<file path="src/rtl/insertable_array_store_unit_assert.svh">
// assertion macros for the insertable array store unit
// used by the rtl modules that carry concurrent checks; needs no other file
`ifndef INSERTABLE_ARRAY_STORE_UNIT_ASSERT_SVH
`define INSERTABLE_ARRAY_STORE_UNIT_ASSERT_SVH

// same-cycle implication, checked out of reset
`define IAS_ASSERT_IMPL(label, clk, rst_n, ante, cons) \
  label: assert property (@(posedge clk) disable iff (!rst_n) (ante) |-> (cons)) \
    else $error("ias same-cycle check failed");

// next-cycle implication, checked out of reset
`define IAS_ASSERT_NEXT(label, clk, rst_n, ante, cons) \
  label: assert property (@(posedge clk) disable iff (!rst_n) (ante) |=> (cons)) \
    else $error("ias next-cycle check failed");

`endif

</file>
<file path="src/rtl/ias_pkg.sv">
// shared types, widths and codes of the insertable array store unit
// no dependencies; used by ias_ctrl, ias_dp and the top level
package ias_pkg;

  // store geometry
  localparam int DEPTH   = 16;
  localparam int IDX_W   = $clog2(DEPTH);
  localparam int CNT_W   = 5;
  localparam int WORD_W  = 32;
  localparam int OP_W    = 3;
  localparam int ST_W    = 2;

  // stream payload widths
  localparam int IN_TDATA_W  = 40;
  localparam int OUT_TDATA_W = 48;

  typedef logic signed [WORD_W-1:0] word_t;
  typedef logic [CNT_W-1:0]         cnt_t;
  typedef logic [OP_W-1:0]          op_t;
  typedef logic [ST_W-1:0]          status_t;

  // operation codes
  localparam op_t OP_APPEND   = 3'd0;
  localparam op_t OP_WRITE    = 3'd1;
  localparam op_t OP_READ     = 3'd2;
  localparam op_t OP_INSERT   = 3'd3;
  localparam op_t OP_REMOVE   = 3'd4;
  localparam op_t OP_CLEAR    = 3'd5;
  localparam op_t OP_SETCOUNT = 3'd6;

  // status codes
  localparam status_t ST_OK     = 2'd0;
  localparam status_t ST_FULL   = 2'd1;
  localparam status_t ST_BADIDX = 2'd2;

  // commands from the controller to the datapath
  typedef struct packed {
    logic load;  // capture the incoming item
    logic exec;  // run the captured operation and load the result register
  } cmd_t;

endpackage

</file>
<file path="src/rtl/ias_ctrl.sv">
// controller of the insertable array store unit: item sequencing and result valid
// depends on ias_pkg and insertable_array_store_unit_assert.svh
`include "insertable_array_store_unit_assert.svh"

module ias_ctrl (
  input  logic          clk_i,
  input  logic          rst_ni,
  input  logic          in_valid_i,
  output logic          in_ready_o,
  output logic          out_valid_o,
  input  logic          out_ready_i,
  output ias_pkg::cmd_t cmd_o
);

  localparam logic ST_IDLE = 1'b0;
  localparam logic ST_EXEC = 1'b1;

  logic state_q, state_d;
  logic out_valid_q, out_valid_d;
  logic accept;
  logic out_free;

  // handshake decode
  assign in_ready_o  = (state_q == ST_IDLE);
  assign accept      = in_valid_i & in_ready_o;
  assign out_free    = ~out_valid_q | out_ready_i;
  assign cmd_o.load  = accept;
  assign cmd_o.exec  = (state_q == ST_EXEC) & out_free;
  assign out_valid_o = out_valid_q;

  // next state
  always_comb begin
    state_d = state_q;
    unique case (state_q)
      ST_IDLE: if (accept) state_d = ST_EXEC;
      ST_EXEC: if (cmd_o.exec) state_d = ST_IDLE;
      default: state_d = ST_IDLE;
    endcase
  end

  // result valid: set on execute, cleared when the transfer completes
  always_comb begin
    out_valid_d = out_valid_q;
    if (cmd_o.exec) begin
      out_valid_d = 1'b1;
    end else if (out_ready_i) begin
      out_valid_d = 1'b0;
    end
  end

  always_ff @(posedge clk_i or negedge rst_ni) begin
    if (!rst_ni) begin
      state_q     <= ST_IDLE;
      out_valid_q <= 1'b0;
    end else begin
      state_q     <= state_d;
      out_valid_q <= out_valid_d;
    end
  end

  `IAS_ASSERT_NEXT(a_accept_to_exec, clk_i, rst_ni, accept, state_q == ST_EXEC)
  `IAS_ASSERT_NEXT(a_exec_gives_result, clk_i, rst_ni, cmd_o.exec,
                   out_valid_q && state_q == ST_IDLE)
  `IAS_ASSERT_NEXT(a_blocked_exec_waits, clk_i, rst_ni,
                   state_q == ST_EXEC && !out_free, state_q == ST_EXEC && !in_ready_o)

endmodule

</file>
<file path="src/rtl/ias_dp.sv">
// datapath of the insertable array store unit: entry registers, count,
// capacity register and result register; depends on ias_pkg
module ias_dp (
  input  logic                   clk_i,
  input  logic                   rst_ni,
  input  ias_pkg::cmd_t          cmd_i,
  input  ias_pkg::op_t           op_i,
  input  logic [ias_pkg::CNT_W-1:0] pos_i,
  input  ias_pkg::word_t         val_i,
  input  logic                   cfg_valid_i,
  input  logic [ias_pkg::CNT_W-1:0] cfg_data_i,
  output ias_pkg::word_t         read_value_o,
  output ias_pkg::status_t       status_o,
  output ias_pkg::cnt_t          count_o,
  output logic                   is_empty_o,
  output logic [ias_pkg::CNT_W-1:0] upper_bound_o
);

  ias_pkg::word_t   entries_q [ias_pkg::DEPTH];
  ias_pkg::word_t   entries_d [ias_pkg::DEPTH];
  ias_pkg::word_t   up_src    [ias_pkg::DEPTH];
  ias_pkg::word_t   dn_src    [ias_pkg::DEPTH];
  ias_pkg::cnt_t    cnt_q, cnt_d;
  ias_pkg::cnt_t    cap_q;
  ias_pkg::cnt_t    cap_live;
  ias_pkg::op_t     op_q;
  ias_pkg::cnt_t    pos_q;
  ias_pkg::word_t   val_q;
  ias_pkg::word_t   rd_q, rd_d;
  ias_pkg::status_t st_q, st_d;
  logic             pos_in_list;
  logic             is_full;
  logic             ins_ok;
  logic             rem_ok;

  // capacity in force and range checks
  assign cap_live    = (cap_q < ias_pkg::CNT_W'(ias_pkg::DEPTH)) ? cap_q
                                                                 : ias_pkg::CNT_W'(ias_pkg::DEPTH);
  assign pos_in_list = (pos_q < cnt_q);
  assign is_full     = (cnt_q >= cap_live);
  assign ins_ok      = (op_q == ias_pkg::OP_INSERT) && (pos_q <= cnt_q) && !is_full;
  assign rem_ok      = (op_q == ias_pkg::OP_REMOVE) && pos_in_list;

  // neighbor words for the shift paths
  always_comb begin
    up_src[0]                   = val_q;
    dn_src[ias_pkg::DEPTH-1]    = entries_q[ias_pkg::DEPTH-1];
    for (int i = 1; i < ias_pkg::DEPTH; i++) begin
      up_src[i]   = entries_q[i-1];
      dn_src[i-1] = entries_q[i];
    end
  end

  // status, read word and new count
  always_comb begin
    st_d  = ias_pkg::ST_OK;
    rd_d  = '0;
    cnt_d = cnt_q;
    unique case (op_q)
      ias_pkg::OP_APPEND: begin
        if (is_full) st_d = ias_pkg::ST_FULL;
        else cnt_d = cnt_q + ias_pkg::CNT_W'(1);
      end
      ias_pkg::OP_WRITE: begin
        if (!pos_in_list) st_d = ias_pkg::ST_BADIDX;
      end
      ias_pkg::OP_READ: begin
        if (pos_in_list) rd_d = entries_q[pos_q[ias_pkg::IDX_W-1:0]];
        else st_d = ias_pkg::ST_BADIDX;
      end
      ias_pkg::OP_INSERT: begin
        if (pos_q > cnt_q) st_d = ias_pkg::ST_BADIDX;
        else if (is_full) st_d = ias_pkg::ST_FULL;
        else cnt_d = cnt_q + ias_pkg::CNT_W'(1);
      end
      ias_pkg::OP_REMOVE: begin
        if (pos_in_list) cnt_d = cnt_q - ias_pkg::CNT_W'(1);
        else st_d = ias_pkg::ST_BADIDX;
      end
      ias_pkg::OP_CLEAR: begin
        cnt_d = '0;
      end
      ias_pkg::OP_SETCOUNT: begin
        if (pos_q > cap_live) st_d = ias_pkg::ST_FULL;
        else cnt_d = pos_q;
      end
      default: begin
        st_d = ias_pkg::ST_BADIDX;
      end
    endcase
  end

  // per-entry next value; each entry looks only at itself and its neighbors
  always_comb begin
    for (int i = 0; i < ias_pkg::DEPTH; i++) begin
      entries_d[i] = entries_q[i];
      if (op_q == ias_pkg::OP_CLEAR) begin
        entries_d[i] = '0;
      end else if (op_q == ias_pkg::OP_APPEND && !is_full &&
                   cnt_q == ias_pkg::CNT_W'(i)) begin
        entries_d[i] = val_q;
      end else if (op_q == ias_pkg::OP_WRITE && pos_in_list &&
                   pos_q == ias_pkg::CNT_W'(i)) begin
        entries_d[i] = val_q;
      end else if (ins_ok) begin
        if (pos_q == ias_pkg::CNT_W'(i)) begin
          entries_d[i] = val_q;
        end else if (pos_q < ias_pkg::CNT_W'(i) && ias_pkg::CNT_W'(i) <= cnt_q) begin
          entries_d[i] = up_src[i];
        end
      end else if (rem_ok) begin
        if (pos_q <= ias_pkg::CNT_W'(i) &&
            (ias_pkg::CNT_W'(i) + ias_pkg::CNT_W'(1)) < cnt_q) begin
          entries_d[i] = dn_src[i];
        end
      end
    end
  end

  // list state and capacity register
  always_ff @(posedge clk_i or negedge rst_ni) begin
    if (!rst_ni) begin
      cnt_q <= '0;
      cap_q <= ias_pkg::CNT_W'(16);
      for (int i = 0; i < ias_pkg::DEPTH; i++) begin
        entries_q[i] <= '0;
      end
    end else begin
      if (cfg_valid_i) begin
        cap_q <= cfg_data_i;
      end
      if (cmd_i.exec) begin
        cnt_q <= cnt_d;
        for (int i = 0; i < ias_pkg::DEPTH; i++) begin
          entries_q[i] <= entries_d[i];
        end
      end
    end
  end

  // item capture and result register
  always_ff @(posedge clk_i) begin
    if (cmd_i.load) begin
      op_q  <= op_i;
      pos_q <= pos_i;
      val_q <= val_i;
    end
    if (cmd_i.exec) begin
      rd_q <= rd_d;
      st_q <= st_d;
    end
  end

  // count, empty flag and upper bound follow the stored count
  assign read_value_o  = rd_q;
  assign status_o      = st_q;
  assign count_o       = cnt_q;
  assign is_empty_o    = (cnt_q == '0);
  assign upper_bound_o = cnt_q - ias_pkg::CNT_W'(1);

endmodule

</file>
<file path="src/rtl/insertable_array_store_unit.sv">
// top level of the insertable array store unit
// depends on ias_pkg, ias_ctrl and ias_dp
//
// An ordered store of up to 16 signed 32-bit words with insert and remove.
// Slave stream: each transfer carries one operation in s_axis_tuser and the
// position and word in s_axis_tdata. Master stream: one result per item with
// the read word, status, count, empty flag and upper bound.
// Config channel: cfg_data sets the capacity limit; always ready. The user
// must see that it is written only while the unit is idle; the block itself
// does not enforce this. An item goes through two steps: it is captured on
// the input transfer, then executed on the entry registers, where all entries
// shift together in one step, and the result is loaded into the output
// register. A new item is taken only after the previous one has executed.
// Stall: a result waits in the output register; the next item is still taken
// and held, and executes as soon as the waiting result transfers.
// Reset: all entries and the count clear to zero, capacity limit returns to 16.
module insertable_array_store_unit (
  input  logic                            clk_i,
  input  logic                            rst_ni,
  // operation
  input  logic                            s_axis_tvalid,
  output logic                            s_axis_tready,
  // tdata, low bit up: position[4:0], value[36:5], zero fill
  input  logic [ias_pkg::IN_TDATA_W-1:0]  s_axis_tdata,
  // tuser: operation[2:0]
  input  logic [ias_pkg::OP_W-1:0]        s_axis_tuser,
  // result
  output logic                            m_axis_tvalid,
  input  logic                            m_axis_tready,
  // tdata, low bit up: read_value[31:0], status[33:32], count[38:34],
  // is_empty[39], upper_bound[44:40], zero fill
  output logic [ias_pkg::OUT_TDATA_W-1:0] m_axis_tdata,
  // capacity limit write
  input  logic                            cfg_valid_i,
  output logic                            cfg_ready_o,
  input  logic [ias_pkg::CNT_W-1:0]       cfg_data_i
);

  ias_pkg::cmd_t    cmd;
  ias_pkg::word_t   read_value;
  ias_pkg::status_t status;
  ias_pkg::cnt_t    count;
  logic             is_empty;
  logic [ias_pkg::CNT_W-1:0] upper_bound;

  assign cfg_ready_o = 1'b1;

  // sequencing
  ias_ctrl u_ctrl (
    .clk_i       (clk_i),
    .rst_ni      (rst_ni),
    .in_valid_i  (s_axis_tvalid),
    .in_ready_o  (s_axis_tready),
    .out_valid_o (m_axis_tvalid),
    .out_ready_i (m_axis_tready),
    .cmd_o       (cmd)
  );

  // store and result
  ias_dp u_dp (
    .clk_i         (clk_i),
    .rst_ni        (rst_ni),
    .cmd_i         (cmd),
    .op_i          (s_axis_tuser),
    .pos_i         (s_axis_tdata[4:0]),
    .val_i         (s_axis_tdata[36:5]),
    .cfg_valid_i   (cfg_valid_i),
    .cfg_data_i    (cfg_data_i),
    .read_value_o  (read_value),
    .status_o      (status),
    .count_o       (count),
    .is_empty_o    (is_empty),
    .upper_bound_o (upper_bound)
  );

  // result packing
  assign m_axis_tdata = {3'b000, upper_bound, is_empty, count, status, read_value};

endmodule

</file>
<file path="config.mk">
export PLATFORM = sky130hd
export DESIGN_NAME = insertable_array_store_unit
export DESIGN_NICKNAME = d
export VERILOG_FILES = /design/src/rtl/ias_pkg.sv /design/src/rtl/ias_ctrl.sv /design/src/rtl/ias_dp.sv /design/src/rtl/insertable_array_store_unit.sv
export VERILOG_INCLUDE_DIRS = /design/src /design/src/rtl
export SDC_FILE = /design/constraint.sdc
export NUM_CORES = 2
export LEC_CHECK = 0
export BUFFER_PORTS_ARGS = -buffer_cell sky130_fd_sc_hd__buf_2
export CORE_MARGIN = 4
export CORE_UTILIZATION = 65
export CTS_CLUSTER_SIZE = 16
export DETAILED_ROUTE_END_ITERATION = 8
export PLACE_DENSITY_LB_ADDON = 0.12
export SYNTH_ARGS = -nofsm -noshare
export SYNTH_HDL_FRONTEND = slang
export SYNTH_SLANG_ARGS = --single-unit
</file>
<file path="constraint.sdc">
create_clock -name clk_i -period 4.5 [get_ports clk_i]
set_input_delay 0.225 -clock clk_i [delete_from_list [all_inputs] [get_ports clk_i]]
set_output_delay 0.225 -clock clk_i [all_outputs]
set_load 0.01 [all_outputs]
</file>
Word level (Yosys, flattened, before mapping)
Index checks and enable logic that the tools add are counted.
W data, S select, Z words.
{ "totals": {"ff_bits": 598, "inputBits": 53, "output_inout_bits": 51, "wordCells": 426} }
{ "classes": {"n_addsub": 2, "order_cmp": 69, "eq_ne": 54, "mux": 145, "n_bitwise": 6, "n_reduce_logical": 125} }
{ "op_table": {"columns": ["op", "n"], "rows": [
  ["$mux W32", 128],
  ["$reduce_bool A5 Y1", 32],
  ["$bmux W32 S4", 1],
  ["$ne A6 B6 Y1 const B", 15],
  ["$eq A5 B4 Y1 const B", 16],
  ["$logic_and A1 B1 Y1", 68],
  ["$reduce_and A4 Y1", 15],
  ["$eq A5 B3 Y1 const B", 8],
  ["$le A4 B5 Y1 const A", 8],
  ["$lt A4 B5 Y1 const A", 8],
  ["$lt A5 B4 Y1 const B", 8],
  ["$le A5 B4 Y1 const B", 7],
  ["$mux W5", 5],
  ["$pmux W5 S5", 1],
  ["$eq A5 B2 Y1 const B", 4],
  ["$le A3 B5 Y1 const A", 4],
  ["$le A5 B3 Y1 const B", 4],
  ["$lt A3 B5 Y1 const A", 4],
  ["$lt A5 B3 Y1 const B", 4],
  ["$eq A5 B1 Y1 const B", 2],
  ["$gt A5 B5 Y1", 2],
  ["$le A1 B5 Y1 const A", 2],
  ["$le A2 B5 Y1 const A", 2],
  ["$le A5 B1 Y1 const B", 2],
  ["34 further kinds", 51]
]} }

Logic depth before layout (Yosys ltp)
{ "depth": {"word_depth": 9, "depth_mapped": 16, "depth_no_buf": 10} }

By module
From an unflattened synthesis, not the netlist that was laid out.
{ "hier_totals": {"cells_unflattened": 3516, "area_unflattened_um2": 37823.8} }
{ "by_module_without_submodules": {"columns": ["module", "n_inst", "cells_per_inst", "area_per_inst_um2", "seq_area_each_um2"], "rows": [
  ["ias_dp", 1, 3499, 37669.9, 15285.9],
  ["ias_ctrl", 1, 10, 108.9, 50.0],
  ["insertable_array_store_unit", 1, 7, 45.0, 0.0]
]} }

Least setup slack after synthesis
OpenSTA, ideal clock, no wires.
{ "synth_timing": {"kind": "reg2reg", "start": "register u_dp.cnt_q[2] (netlist: u_dp.count_o[2])", "end": "register u_dp.entries_q (netlist bit u_dp.dn_src[403])", "setup_time_ps": 125, "t_arrival_ps": 3058, "t_required_ps": 4375, "slack_ps": 1317, "stages_incl_launch_ff": 15, "path_buffers": 5, "synth_period_minus_slack_ps": 3183, "cell_sequence": "dfrtp_1 > buf_2 > buf_2 > inv_1 > ha_1 > nand3_1 > a21boi_1 > buf_2 > or2_1 > o22a_1 > buf_4 > o31a_1 > a31oi_4 > buf_6 > mux2_2"} }
{ "synth_via": {"elab_chain_len": 7, "elab_cells_between_ends": 24, "classes_between": "order compare (5); eq/ne (2); mux (4); reduce/logical (13)"} }
{ "synth_lines": {"columns": ["item", "line_no", "text"], "rows": [
  ["start: declaration", "ias_dp.sv:23", "ias_pkg::cnt_t cnt_q, cnt_d;"],
  ["start signal: assignment", "ias_dp.sv:133", "cnt_q <= cnt_d;"],
  ["$le A5 B5 Y1 / $ge A5 B5 Y1 (equally long branches)", "ias_dp.sv:41, ias_dp.sv:40", null],
  ["$logic_and A1 B1 Y1 / $logic_not A1 Y1 (equally long branches)", "ias_dp.sv:41, ias_dp.sv:99", null],
  ["$logic_and A1 B1 Y1", "ias_dp.sv:41", "assign ins_ok = (op_q == ias_pkg::OP_INSERT) && (pos_q <= cnt_q) && !is_full;"],
  ["$mux W32", "ias_dp.sv:105", "end else if (ins_ok) begin"],
  ["$mux W32", "ias_dp.sv:102", "end else if (op_q == ias_pkg::OP_WRITE && pos_in_list &&"],
  ["$mux W32", "ias_dp.sv:99", "end else if (op_q == ias_pkg::OP_APPEND && !is_full &&"],
  ["$mux W32", "ias_dp.sv:97", "if (op_q == ias_pkg::OP_CLEAR) begin"],
  ["end signal: indexed assignment", "ias_dp.sv:135", "entries_q[i] <= entries_d[i];"],
  ["end: declaration", "ias_dp.sv:19", "ias_pkg::word_t entries_q [ias_pkg::DEPTH];"]
]} }
Parallel ways exist; a longest one is shown, timed or not.
A chain may end at the register's enable or synchronous reset.

Worst setup path after layout
{ "layout_timing": {"start": "register u_dp.cnt_q[4] (netlist: u_dp.count_o[4])", "end": "register u_dp.entries_q (netlist bit u_dp.dn_src[127])"} }
Same word-level chain as after synthesis.

==> key figures <==
Synth
  • Most common flop cell mapped by yosys: dfrtp_1
  • Async set-reset flop share out of synthesis: 0.876
  • Register area share after synthesis: 0.402
  • Synth cell types: 94
  • Synth area leaders: dfrtp_1, mux4_2, nand2_1, mux2i_1, mux2_2
  • EDFF count, synth: 74
  • Synth Instances: 3823
  • Synth top area share: 0.343
  • Average size of a mapped cell: 9.97 sq um
  • Leading area contributor after synthesis: dfrtp_1
  • Syn Std Cell Area: 38100 sq um
  • Number of synthesized register bits: 598
  • Ys Warns: 0

CTS
  • CTS tree: done
  • Clock buffers created by TritonCTS: 68
  • H-tree levels: 3
  • Root buffer cell: clkbuf_16
  • CTS sink cnt: 598
  • Clk Latency, worst-skew pair: 0.63 ns
  • Setup Fix Bufs, Post-CTS: 0
  • CTS Hold Bufs: 53
  • Clock buffer depth: 3
  • Post-cts sizing count: 0
  • Worst-path clk slew: 0.06 ns

Pwr
  • Power per cell area: 370 nW/um^2
  • VDD IR max: 478 uV
  • Leakage: 16.6 nW

Worst setup path
  • CP max stage cell: nor2_1
  • CP startpoint kind: register
  • Crit path buf inv count: 2
  • Gate family responsible for the most delay along the worst path: simple AND/OR/NAND/NOR gates
  • Max Fanout on Critical Path: 11
  • Crit. End Element: register
  • Crit path DAT: 4.46 ns
  • Kind of critical path: register to register
  • Critical-path cell list: clkinv_1, ha_1, nand4_1, o211ai_2, nor2_1, a32o_1, o41ai_4, nand2b_4, buf_4, o31ai_1
  • Worst Path Required: 5.00 ns
  • CP max stage delay: 0.84 ns

Outcome
  • Status: complete, no violations

Timing
  • Fmax: 253 MHz
  • Fin crit period: 3.95 ns
  • RSZ-0062 raised after global routing: false
  • Final worst-path cycle share: 0.879
  • Worst-Margin Slew: 1.18 ns
  • Final setup fails: 0
  • Clock skew: 0.0313 ns
  • TNS Setup: 0 ns
  • Hold Violations, Final: 0
  • Final worst slack: 0.545 ns
  • Slew Viols, Final: 0
  • Relative slew margins: 0.213

GRT
  • Gr usage total: 0.425
  • Global-route wire length before repair: 205000 microns
  • Largest net degree at the start of global routing: 201
  • Antenna violations before repair: 4
  • Vias in the first global route: 33601
  • Grt total ovfl: 0

Cells and area
  • Layout area overhead: 10.7%
  • Fraction of layout cells with a size suffix above 1: 0.211
  • Final Instance Area: 42200 sq um
  • # fillers: 4110
  • Ant diodes: 0
  • Footprint of the multi-input gates: 21200 sq um
  • FF/Latch Area: 15300 sq um
  • Final nets: 3869

Place
  • Placer Congestion: 0.925
  • DP Worst Slack: 0.718 ns
  • Port bufs: 96
  • Placed Area: 39500 sq um
  • DP HPWL: 76300 microns

Floorplanning
  • Die Ht: 250 microns
  • Row count: 88
  • Core ar.: 57900 sq um
  • Ports: 104
  • Die footprint: 62600 sq um
  • Die width: 250 microns
  • Initial Utilization: 0.658

Route
  • First DRT Iteration DRCs: 4599
  • DRC errors left: 0
  • Pre-antenna DRT Iters: 6
  • Antenna Nets Post-Route: 0
  • Routed via count: 33697
  • WL per Instance: 29.4 microns
  • Drt via density: 7.31
  • Routed WL: 135000 microns

Hold path
  • Hold crit path type: primary input to register

Run
  • Max Cap Viol: 0
[final cells by class]
cell class / instances / area share
Sequential cell: 598 / 0.363
Clock buffer: 103 / 0.0478
Inverter: 17 / 0.00151
Timing Repair Buffer: 276 / 0.0580
Multi-Input combinational cell: 2835 / 0.503
Clock inverter: 15 / 0.00406
Tap cell: 765 / 0.0227
[per-layer routing]
metal	track usage	up-vias	part of all wire
li1	-	13913	-
met1	0.555	16544	0.36
met2	0.646	2549	0.45
met3	0.112	687	0.12
met4	0.245	4	0.069
met5	0	-	0.00023
[power by group]
| group | total, W | internal [W] | switching (W) |
|---|---|---|---|
| combinational | 0.00381 | 0.00131 | 0.00250 |
| sequential | 0.00626 | 0.00583 | 0.000424 |
| clock | 0.00556 | 0.00322 | 0.00234 |
[sequential cells by signal, summed over array words and instances (netlist names)]
register,flops
u_dp.dn_src,480
u_dp.cap_q,5
u_dp.count_o,5
u_dp.val_q,32
u_dp.entries_q,32
u_ctrl.state_q,1
u_dp.read_value_o,32
u_dp.pos_q,5
u_dp.status_o,2
u_dp.op_q,3
u_ctrl.out_valid_o,1
[worst register-to-register path, stage by stage (launching register included)]
cell,delay [ns]
dfrtp_1,0.35
clkinv_1,0.28
ha_1,0.43
nand4_1,0.20
o211ai_2,0.14
nor2_1,0.84
a32o_1,0.59
o41ai_4,0.23
nand2b_4,0.23
buf_4,0.23
o31ai_1,0.34
[per-stage QoR]
| step | std cells | power, W | utilization | hold slack, ns |
|---|---|---|---|---|
| final | 4609 | 0.0156 | 0.729 | 0.158 |
| after global placement | 4438 | 0.00989 | 0.682 | 0.350 |
| after floorplan | 3825 | 0.00858 | - | -0.0706 |
| after CTS | 4609 | 0.0155 | 0.729 | 0.139 |
| after global routing | 4609 | 0.0161 | 0.729 | 0.153 |
| after detailed placement | 4438 | 0.00997 | 0.682 | 0.356 |
[cells in the final DEF, fill, tap and decap left out, types with 18 or more instances in the layout]
cell type      synthesis  layout
edfxtp_1              74      74
mux2_2               214     214
nor2_1               210     209
a211oi_1              21      21
a32o_1                50      50
dfrtp_1              523     523
a21oi_1               55      55
o2bb2ai_1             96      96
nand2_1              807     804
and3_1               113     112
buf_12                 0      38
o31ai_1              182     182
mux4_2               160     160
o21ai_1               90      88
nor3_1                18      18
buf_4                 40      89
a22o_1                33      33
dlygate4sd3_1          0      53
a31oi_1               35      34
a31o_2                37      37
clkbuf_1             192      21
clkbuf_16              0      72
ha_1                  20      20
nor2b_1               40      39
buf_2                123      95
or2_0                 36      36
mux2i_1              281     281
nand3_1               65      63
o21ai_0               81      81
[cells in the mapped netlist, types with 16 or more instances]
master / number
a211oi_1: 21
a21oi_1: 55
a22o_1: 33
a31o_2: 37
a31oi_1: 35
a32o_1: 50
and3_1: 113
buf_2: 123
buf_4: 40
clkbuf_1: 192
dfrtp_1: 523
edfxtp_1: 74
ha_1: 20
inv_1: 16
mux2_2: 214
mux2i_1: 281
mux4_2: 160
nand2_1: 807
nand3_1: 65
nor2_1: 210
nor2b_1: 40
nor3_1: 18
o21ai_0: 81
o21ai_1: 90
o2bb2ai_1: 96
o31ai_1: 182
or2_0: 36
or2_2: 16
[kinds of logic after synthesis]
group	count (synthesis)	share of synthesized area
flops	598	0.402
buf+inv	392	0.0476
mux	659	0.233
other cells	2	0.000197
simple gates	1370	0.158
xor+xnor	2	0.000460
compound gates	780	0.152
fa+ha+maj	20	0.00657
[final timing paths]
kind                            cells past startpoint                to            start  slack, ns
max in group asynchronous                           3  u_dp.dn_src[208]           rst_ni       2.94
worst min register to register                      2   u_dp.dn_src[18]  u_dp.dn_src[18]       0.50
worst max-delay path                               10  u_dp.dn_src[127]  u_dp.count_o[4]       0.55
worst min-delay path                                2     u_dp.val_q[7]    s_axis_tvalid       0.16
min in group asynchronous                           2     u_dp.cap_q[3]           rst_ni       0.25
worst max register to register                     10  u_dp.dn_src[127]  u_dp.count_o[4]       0.55
No activity file was read; power rests on OpenSTA's default activity.
